### src/sv/kdpc_pkg.sv
// Shared types and constants for the key debounce and press classifier.
package kdpc_pkg;

  // Width of the hold counter.
  localparam int COUNT_WIDTH = 16;
  // Width of the threshold registers.
  localparam int THRESH_WIDTH = 16;
  // Compare width that holds both the counter and a threshold.
  localparam int CMP_WIDTH = (COUNT_WIDTH > THRESH_WIDTH) ? COUNT_WIDTH : THRESH_WIDTH;
  // Configuration index width and register indexes.
  localparam int CFG_IDX_WIDTH = 1;
  localparam logic [CFG_IDX_WIDTH-1:0] CFG_DEBOUNCE_TICKS = 1'd0;
  localparam logic [CFG_IDX_WIDTH-1:0] CFG_LONG_PRESS_TICKS = 1'd1;
  // Reset values of the threshold registers.
  localparam logic [THRESH_WIDTH-1:0] DEBOUNCE_RESET = 16'd1;
  localparam logic [THRESH_WIDTH-1:0] LONG_PRESS_RESET = 16'd50;
  // Saturation value of the hold counter.
  localparam logic [COUNT_WIDTH-1:0] COUNT_MAX = {COUNT_WIDTH{1'b1}};

  // Scan machine modes.
  typedef enum logic [1:0] {
    MODE_IDLE    = 2'd0,
    MODE_PRESSED = 2'd1,
    MODE_CONFIRM = 2'd2
  } scan_mode_t;

  // Press kinds.
  typedef enum logic [1:0] {
    KIND_NONE  = 2'd0,
    KIND_SHORT = 2'd1,
    KIND_LONG  = 2'd2
  } press_kind_t;

  // One result item.
  typedef struct packed {
    logic        report_status;
    press_kind_t press_kind;
  } result_t;

  // Threshold settings handed from the register block to the core.
  typedef struct packed {
    logic [THRESH_WIDTH-1:0] debounce_ticks;
    logic [THRESH_WIDTH-1:0] long_press_ticks;
  } thresh_t;

endpackage

### src/sv/kdpc_cfg.sv
// Configuration registers holding the debounce and long press thresholds.
module kdpc_cfg
  import kdpc_pkg::*;
(
  input  logic                     clk,
  input  logic                     rst_n,
  input  logic                     cfg_valid,
  output logic                     cfg_ready,
  input  logic [CFG_IDX_WIDTH-1:0] cfg_index,
  input  logic [THRESH_WIDTH-1:0]  cfg_data,
  output thresh_t                  thresh
);

  logic [THRESH_WIDTH-1:0] debounce_r;
  logic [THRESH_WIDTH-1:0] long_press_r;

  // Writes are always taken.
  assign cfg_ready = 1'b1;

  // Register write decode.
  always_ff @(posedge clk) begin
    if (!rst_n) begin
      debounce_r   <= DEBOUNCE_RESET;
      long_press_r <= LONG_PRESS_RESET;
    end else if (cfg_valid && cfg_ready) begin
      unique case (cfg_index)
        CFG_DEBOUNCE_TICKS:   debounce_r   <= cfg_data;
        CFG_LONG_PRESS_TICKS: long_press_r <= cfg_data;
        default:              ;
      endcase
    end
  end

  assign thresh.debounce_ticks   = debounce_r;
  assign thresh.long_press_ticks = long_press_r;

endmodule

### src/sv/kdpc_core.sv
// Scan state machine that debounces the key and classifies each press.
module kdpc_core
  import kdpc_pkg::*;
(
  input  logic    clk,
  input  logic    rst_n,
  input  logic    accept,
  input  logic    key_level,
  input  thresh_t thresh,
  output result_t result
);

  scan_mode_t             mode_r, mode_nxt;
  logic [COUNT_WIDTH-1:0] count_r, count_nxt;
  press_kind_t            pending_r, pending_nxt;

  logic                   pressed;
  logic [COUNT_WIDTH-1:0] count_inc;
  logic [CMP_WIDTH-1:0]   count_inc_x;
  logic [CMP_WIDTH-1:0]   count_x;
  logic [CMP_WIDTH-1:0]   debounce_x;
  logic [CMP_WIDTH-1:0]   long_x;

  assign pressed = ~key_level;

  // Saturating increment, and operands widened to a common compare width.
  assign count_inc   = (count_r == COUNT_MAX) ? count_r : count_r + 1'b1;
  assign count_inc_x = CMP_WIDTH'(count_inc);
  assign count_x     = CMP_WIDTH'(count_r);
  assign debounce_x  = CMP_WIDTH'(thresh.debounce_ticks);
  assign long_x      = CMP_WIDTH'(thresh.long_press_ticks);

  // Next state of the scan machine.
  always_comb begin
    mode_nxt    = mode_r;
    count_nxt   = count_r;
    pending_nxt = pending_r;
    unique case (mode_r)
      MODE_PRESSED: begin
        if (pressed) begin
          count_nxt = count_inc;
          if (count_inc_x > long_x) begin
            mode_nxt    = MODE_CONFIRM;
            pending_nxt = KIND_LONG;
          end
        end else if (count_x <= long_x && count_x > debounce_x) begin
          mode_nxt    = MODE_CONFIRM;
          pending_nxt = KIND_SHORT;
        end else begin
          mode_nxt  = MODE_IDLE;
          count_nxt = '0;
        end
      end
      MODE_CONFIRM: begin
        mode_nxt    = MODE_IDLE;
        count_nxt   = '0;
        pending_nxt = KIND_NONE;
      end
      default: begin
        // Idle, and the unused code behaves as idle.
        mode_nxt = MODE_IDLE;
        if (pressed) begin
          if (count_inc_x > debounce_x) begin
            count_nxt = '0;
            mode_nxt  = MODE_PRESSED;
          end else begin
            count_nxt = count_inc;
          end
        end else begin
          count_nxt = '0;
        end
      end
    endcase
  end

  // Result of the current item: a report only from the confirm mode.
  always_comb begin
    result.report_status = 1'b0;
    result.press_kind    = KIND_NONE;
    if (mode_r == MODE_CONFIRM) begin
      result.report_status = 1'b1;
      result.press_kind    = pending_r;
    end
  end

  // State registers advance once per accepted item.
  always_ff @(posedge clk) begin
    if (!rst_n) begin
      mode_r    <= MODE_IDLE;
      count_r   <= '0;
      pending_r <= KIND_NONE;
    end else if (accept) begin
      mode_r    <= mode_nxt;
      count_r   <= count_nxt;
      pending_r <= pending_nxt;
    end
  end

  // A pending kind is held exactly while a report waits in confirm mode.
  a_pending_only_in_confirm: assert property (@(posedge clk) disable iff (!rst_n)
    (mode_r != MODE_CONFIRM) |-> (pending_r == KIND_NONE))
    else $error("pending kind set outside confirm mode");

  a_confirm_has_kind: assert property (@(posedge clk) disable iff (!rst_n)
    (mode_r == MODE_CONFIRM) |-> (pending_r == KIND_SHORT || pending_r == KIND_LONG))
    else $error("confirm mode without a press kind");

  // A report returns the machine to idle with a cleared counter.
  a_report_clears: assert property (@(posedge clk) disable iff (!rst_n)
    (accept && mode_r == MODE_CONFIRM) |=> (mode_r == MODE_IDLE && count_r == '0))
    else $error("machine not cleared after a report");

  // State holds while no item is accepted.
  a_hold_when_idle: assert property (@(posedge clk) disable iff (!rst_n)
    !accept |=> ($stable(mode_r) && $stable(count_r) && $stable(pending_r)))
    else $error("state changed without an accepted item");

endmodule

### src/sv/kdpc_out.sv
// Result register with a skid stage between the core and the result channel.
module kdpc_out
  import kdpc_pkg::*;
(
  input  logic    clk,
  input  logic    rst_n,
  input  logic    push,
  input  result_t push_data,
  output logic    full,
  output logic    out_valid,
  input  logic    out_stall,
  output result_t out_data
);

  logic    main_valid_r, main_valid_nxt;
  logic    skid_valid_r, skid_valid_nxt;
  result_t main_r, main_nxt;
  result_t skid_r, skid_nxt;
  logic    pop;

  assign pop       = main_valid_r && !out_stall;
  assign full      = skid_valid_r;
  assign out_valid = main_valid_r;
  assign out_data  = main_r;

  // Buffer update: the skid item moves up first, a new item fills the
  // main register when it frees up and the skid register otherwise.
  always_comb begin
    main_valid_nxt = main_valid_r;
    skid_valid_nxt = skid_valid_r;
    main_nxt       = main_r;
    skid_nxt       = skid_r;
    if (skid_valid_r) begin
      if (pop) begin
        main_nxt       = skid_r;
        skid_valid_nxt = 1'b0;
      end
    end else if (push) begin
      if (!main_valid_r || pop) begin
        main_nxt       = push_data;
        main_valid_nxt = 1'b1;
      end else begin
        skid_nxt       = push_data;
        skid_valid_nxt = 1'b1;
      end
    end else if (pop) begin
      main_valid_nxt = 1'b0;
    end
  end

  always_ff @(posedge clk) begin
    if (!rst_n) begin
      main_valid_r <= 1'b0;
      skid_valid_r <= 1'b0;
    end else begin
      main_valid_r <= main_valid_nxt;
      skid_valid_r <= skid_valid_nxt;
    end
  end

  always_ff @(posedge clk) begin
    main_r <= main_nxt;
    skid_r <= skid_nxt;
  end

  // The skid register is only occupied behind a held result.
  a_skid_behind_main: assert property (@(posedge clk) disable iff (!rst_n)
    skid_valid_r |-> main_valid_r)
    else $error("skid item without a main item");

  // The core never pushes into a full buffer.
  a_no_push_when_full: assert property (@(posedge clk) disable iff (!rst_n)
    push |-> !skid_valid_r)
    else $error("item pushed into a full buffer");

  // A filled skid register drains into the main register on a pop.
  a_skid_drains: assert property (@(posedge clk) disable iff (!rst_n)
    (skid_valid_r && pop) |=> (main_valid_r && !skid_valid_r && main_r == $past(skid_r)))
    else $error("skid item lost");

endmodule

### src/sv/key_debounce_press_classifier_top.sv
// Top level of the key debounce and short/long press classifier.
// Each input item is one sampled key level (0 pressed, 1 released) for one scan
// tick, and every item yields exactly one result item: report_status 1 with the
// press kind (1 short, 2 long) on the tick after a press is classified, and 0/0
// otherwise. An item is taken every cycle while in_stall is low; its result, formed
// from the scan state registers, enters the output buffer on acceptance. A
// two-entry output buffer lets the block keep accepting while one result waits, so
// in_stall rises only when two results are held back. Thresholds are written over
// the cfg port (index 0 debounce ticks, index 1 long press ticks) by the user only
// while no items are in flight; the block does not enforce this.
module key_debounce_press_classifier_top
  import kdpc_pkg::*;
(
  input  logic                     clk,
  input  logic                     rst_n,
  input  logic                     in_valid,
  output logic                     in_stall,
  input  logic                     in_key_level,
  output logic                     out_valid,
  input  logic                     out_stall,
  output logic                     out_report_status,
  output logic [1:0]               out_press_kind,
  input  logic                     cfg_valid,
  output logic                     cfg_ready,
  input  logic [CFG_IDX_WIDTH-1:0] cfg_index,
  input  logic [THRESH_WIDTH-1:0]  cfg_data
);

  thresh_t thresh;
  result_t core_result;
  result_t out_data;
  logic    accept;
  logic    buf_full;

  assign in_stall = buf_full;
  assign accept   = in_valid && !in_stall;

  kdpc_cfg u_cfg (
    .clk       (clk),
    .rst_n     (rst_n),
    .cfg_valid (cfg_valid),
    .cfg_ready (cfg_ready),
    .cfg_index (cfg_index),
    .cfg_data  (cfg_data),
    .thresh    (thresh)
  );

  kdpc_core u_core (
    .clk       (clk),
    .rst_n     (rst_n),
    .accept    (accept),
    .key_level (in_key_level),
    .thresh    (thresh),
    .result    (core_result)
  );

  kdpc_out u_out (
    .clk       (clk),
    .rst_n     (rst_n),
    .push      (accept),
    .push_data (core_result),
    .full      (buf_full),
    .out_valid (out_valid),
    .out_stall (out_stall),
    .out_data  (out_data)
  );

  assign out_report_status = out_data.report_status;
  assign out_press_kind    = out_data.press_kind;

endmodule
### config.mk
export PLATFORM = sky130hd
export DESIGN_NAME = key_debounce_press_classifier_top
export DESIGN_NICKNAME = d
export VERILOG_FILES = /design/src/sv/kdpc_pkg.sv /design/src/sv/kdpc_cfg.sv /design/src/sv/kdpc_core.sv /design/src/sv/kdpc_out.sv /design/src/sv/key_debounce_press_classifier_top.sv
export SDC_FILE = /design/constraint.sdc
export NUM_CORES = 1
export LEC_CHECK = 0
export BUFFER_PORTS_ARGS = -buffer_cell sky130_fd_sc_hd__buf_2
export CORE_UTILIZATION = 55
export CTS_BUF_LIST = sky130_fd_sc_hd__clkbuf_16
export DETAILED_ROUTE_END_ITERATION = 7
export PLACE_DENSITY_LB_ADDON = 0.12
export SLEW_MARGIN = 20
export SYNTH_ARGS = -nofsm -noshare
export SYNTH_HDL_FRONTEND = slang
export SYNTH_SLANG_ARGS = --single-unit
### constraint.sdc
create_clock -name clk -period 4.1 [get_ports clk]
set_input_delay 0.82 -clock clk [delete_from_list [all_inputs] [get_ports clk]]
set_output_delay 0.82 -clock clk [all_outputs]
set_load 0.01 [all_outputs]
Word level (Yosys, flattened, before mapping)
Index checks and enable logic that the tools add are counted.
{"block": "totals", "out_inout_bits": 6, "ff_bits": 60, "in_bits": 23, "word_cells": 73}
{"block": "classes", "reduce_logical": 19, "n_addsub": 1, "order_cmp": 4, "bitwise": 3, "mux": 27, "n_eq_ne": 8}
{"op": "$mux 16", "n": 5}
{"op": "$gt 16x16->1", "n": 3}
{"op": "$pmux 16 s2", "n": 1}
{"op": "$add 16x1->16 const B", "n": 1}
{"op": "$eq 16x16->1 const B", "n": 1}
{"op": "$le 16x16->1", "n": 1}
{"op": "$mux 3", "n": 5}
{"op": "$mux 2", "n": 6}
{"op": "$reduce_and 3->1", "n": 3}
{"op": "$mux 1", "n": 8}
{"op": "$pmux 2 s2", "n": 2}
{"op": "$reduce_and 2->1", "n": 4}
{"op": "$reduce_bool 2->1", "n": 4}
{"op": "$ne 3x2->1 const B", "n": 2}
{"op": "$reduce_and 4->1", "n": 1}
{"op": "$logic_and 1x1->1", "n": 3}
{"op": "$logic_not 1->1", "n": 3}
{"op": "$ne 3x3->1 const B", "n": 1}
{"op": "$not 1->1", "n": 3}
{"op": "$eq 2x1->1 const B", "n": 1}
{"op": "$eq 2x2->1 const B", "n": 1}
{"op": "$ne 2x1->1 const B", "n": 1}
{"op": "$ne 2x2->1 const B", "n": 1}
{"op": "$logic_or 1x1->1", "n": 1}

Longest topological paths before layout
{"block": "logic_depth", "word_depth": 6, "depth_mapped": 16, "depth_no_buf": 15}

By module
Synthesis repeated with hierarchy kept, for this count alone.
{"block": "hier_totals", "cells_unflattened": 503, "area_unflattened_um2": 4369.2}
{"mod": "kdpc_core", "seq_area_each_um2": 400.4, "cells_per_inst": 350, "n_inst": 1, "area_each_um2": 2747.6}
{"mod": "kdpc_cfg", "seq_area_each_um2": 640.6, "cells_per_inst": 129, "n_inst": 1, "area_each_um2": 1265.0}
{"mod": "kdpc_out", "seq_area_each_um2": 220.2, "cells_per_inst": 23, "n_inst": 1, "area_each_um2": 342.8}
{"mod": "key_debounce_press_classifier_top", "seq_area_each_um2": 0.0, "cells_per_inst": 1, "n_inst": 1, "area_each_um2": 13.8}

Least setup slack after synthesis
Ideal clock, no wire load.
{"block": "synth_path", "kind": "register to register", "from": "reg u_core.count_r[4]", "to": "reg u_core.count_r[4]", "synth_period_minus_slack_ns": 3.787, "t_required_ns": 4.033, "path_buffers": 0, "path_stages_with_launch": 15, "arrival_ns": 3.719, "setup_time_ns": 0.067, "path_slack_ns": 0.313, "path_cell_list": "dfxtp_1 nand4_1 or4_4 nor2_4 nor3_2 and4_1 xor2_1 ha_1 nand2_1 or4_4 o21a_1 o31a_4 or3_4 or3_1 o21ai_2"}
{"block": "synth_via", "elab_chain_cells": 6, "word_cells_on_any_way": 13, "cone_classes": "add/sub: 1; order compare: 3; eq/ne: 2; mux: 5; reduce/logical: 2"}
{"element": "start: declaration", "line": "kdpc_core.sv:14", "source": "logic [COUNT_WIDTH-1:0] count_r, count_nxt;"}
{"element": "start signal: assignment", "line": "kdpc_core.sv:94", "source": "count_r <= count_nxt;"}
{"element": "$add 16x1->16 / $eq 16x16->1 (equally long branches)", "line": "kdpc_core.sv:27", "source": "assign count_inc = (count_r == COUNT_MAX) ? count_r : count_r + 1'b1;"}
{"element": "$mux 16", "line": "kdpc_core.sv:27"}
{"element": "$gt 16x16->1", "line": "kdpc_core.sv:63", "source": "if (count_inc_x > debounce_x) begin"}
{"element": "$mux 16", "line": "kdpc_core.sv:63"}
{"element": "$mux 16", "line": "kdpc_core.sv:62", "source": "if (pressed) begin"}
{"element": "$pmux 16 s2", "line": "kdpc_core.sv:38", "source": "unique case (mode_r)"}
Several ways; a longest one is shown, not always the timed one.
A chain may end at the register's enable or synchronous reset.

Worst setup path in the final report
{"block": "layout_path", "from": "reg u_core.count_r[9]", "to": "reg u_core.count_r[4]"}
The elaborated chain is that of the path after synthesis.

==> results.cfg <==
[global_route]
track_usage_pct = 29.18
grt_pass1_vias = 3453
antenna_found_initial = 0
grt_pass1_wl_um = 17140
grt_max_degree = 45
grt_overflow = 0

[clocking]
cts_tree = done
clk_pin_slew_worst_paths_ps = 50
clock-sinks = 60
cts_buffer_depth = 2
numCtsBuffers = 9
cts-root-buf = clkbuf_16
h-tree-depth = 3
clock_latency_ps = 330

[critical_path]
cp_max_fo = 5
crit_type = reg -> reg
path_cells = nand3_1 -> or4_4 -> nor2_4 -> nor3_2 -> and4_1 -> xor2_1 -> ha_1 -> nand2_1 -> or4_4 -> o21a_1 -> o31a_4 -> or3_4 -> or3_1 -> o21ai_2
rr_worst_depth = 14
critPathLaunchType = register
cpMostUsedCell = or4_4
max_stage_delay_ps = 560
crit_slowest_cell = or4_4
end_kind = register
cp.arrival_ps = 4160
required_ps = 4360

[floorplanning]
core_area_sq_um = 7331
chipWidth_um = 89.52
initial_core_util_pct = 57.47
die-area_sq_um = 8014
die_y_um = 89.52
rows = 31
pin_count = 29

[timing]
fin_crit_sh_pct = 95.12
tightest_slew_ps = 700.5
slew_headroom_pct = 53.14
clock.fmax_mhz = 256.4
setup_viol = 0
tns_ps = 0
drv_slew = 0
final.min_clock_period_ps = 3900
rsz0062_at_grt = no
finalHoldViolCount = 0
setup_slack_ps = 200.0
fin_skew_ps = 4.687

[logic_synthesis]
synth-async-reset-ratio_pct = 0
synth_edf_count = 6
mappedNetlistNets = 588
synth.distinct_cells = 55
yosys_register_bits = 60
syn-instance-count = 498
avgSynthCellArea_sq_um = 8.459
synth-seq-area-share_pct = 29.94
synth_area_sq_um = 4213
yosys_warnings = 0
ys.flop_type = dfxtp_1

[min_path]
hold_path.class = reg -> reg
min_path_cells = 2

[cells_and_area]
nFillCells = 608
mostFrequentLayoutCells = nand2_1 (95), ha_1 (67), dfxtp_1 (53)
antenna_cells = 0
finalNetCount = 626
final_area_sq_um = 4817
drive_gt1_share_pct = 14.05
areaGrowthSynthToFinish_pct = 14.35
final_common_cell = nand2_1
final_util_pct = 65.71

[placement]
hpwl_um = 8379
place_area_sq_um = 4519
port_buffers = 27
detailedPlace.worstSlack_ps = 215.3
gp_congestion = 0.9671

[routing]
wire_per_inst_um = 16.71
routed_via_density = 5.795
dr.pass1.iters = 5
wirelength_um = 10700
antenna_left = 0
drcViolationCount = 0
first_iter_violations = 177
vias = 3709

[power]
power_w = 0.001552
leakage_nw = 2.064
pwr_density_cell_nw_per_um2 = 322.1
ir_drop_uv = 276.7

[run_status]
status = completed

[flow_run]
drv_cap = 0
-- metrics by stage --
step | cells | hold WS, ps
CTS | 640 | 463.0
global route | 640 | 483.4
global placement | 624 | 447.9
floorplan | 498 | 433.5
finish | 640 | 463.6
detailed placement | 624 | 456.3
-- cells in the mapped netlist, drive strengths merged, types with 7 or more instances --
cell / count / area (sq um)
xnor2: 7 / 61.31
dfxtp: 54 / 1081
nand2: 95 / 356.6
o21ai: 12 / 63.81
nor2: 14 / 60.06
nand3: 13 / 65.06
o211ai: 8 / 60.06
ha: 67 / 838.3
nand4: 16 / 115.1
a21boi: 34 / 255.2
nor3: 8 / 56.31
a21oi: 36 / 180.2
a22o: 10 / 87.58
inv: 39 / 146.4
clkbuf: 12 / 45.04
-- where the power goes --
part	switching, W	internal (W)
clock network	0.000264	0.000461
registers	0.0000128	0.000615
logic	0.000122	0.0000776
total	0.000399	0.00115
-- final cells by class --
type	count	area, sq um	area share (%)
clock buffers	9	225.2	4.675
clock inverters	7	58.81	1.221
inverters	39	146.4	3.039
multi-input cells	384	2753	57.14
flip-flops and latches	60	1262	26.21
well taps	99	123.9	2.571
repair buffers	42	247.7	5.143
-- final timing paths --
check,start,to,slack (ps)
max,u_core.count_r[9]$_SDFFE_PN0P_,u_core.count_r[4]$_SDFFE_PN0P_,200
min,u_cfg.debounce_r[3]$_SDFFE_PN0P_,u_cfg.debounce_r[3]$_SDFFE_PN0P_,460
max reg2reg,u_core.count_r[9]$_SDFFE_PN0P_,u_core.count_r[4]$_SDFFE_PN0P_,200
min reg2reg,u_cfg.debounce_r[3]$_SDFFE_PN0P_,u_cfg.debounce_r[3]$_SDFFE_PN0P_,460
-- cells by family after synthesis --
family	synth area share (%)
other	0.08901
AND/OR/NAND/NOR	21.35
XOR/XNOR	2.079
flip-flops	29.94
multiplexers	1.307
AO/OA/AOI/OAI	20.31
buffers and inverters	5.019
adder cells (fa/ha/maj)	19.90
-- sequential cells by signal (all words and copies together) (netlist names) --
name / flops
u_cfg.debounce_r: 16
u_cfg.long_press_r: 16
u_core.count_r: 16
u_out.out_data: 3
u_out.skid_r: 3
u_core.mode_r: 2
u_core.pending_r: 2
u_out.full: 1
u_out.out_valid: 1
-- layer usage --
| metal | global-route usage [%] | part of all wire [%] |
|---|---|---|
| met1 | 40.20 | 47 |
| met2 | 45.11 | 45 |
| met5 | 0 | 0 |
| met3 | 7.110 | 6.4 |
| met4 | 8.947 | 1.9 |
-- timing repair --
action | 4_1_cts | 5_1_grt
hold buffers | 0 | 0
resized for setup | 0 | 3
setup buffers | 0 | 0
endpoints found under the setup margin | 0 | 5
-- worst max-delay path, delay by kind of cell, from the launching register on --
family                     cells  cell delay (ps)
and+or+nand+nor                9             2500
DFF                            1              450
adders and majority gates      1              320
AOI/OAI and AO/OA              3              390
xor gates and xnor gates       1              180
(Power assumes the default switching activity.)
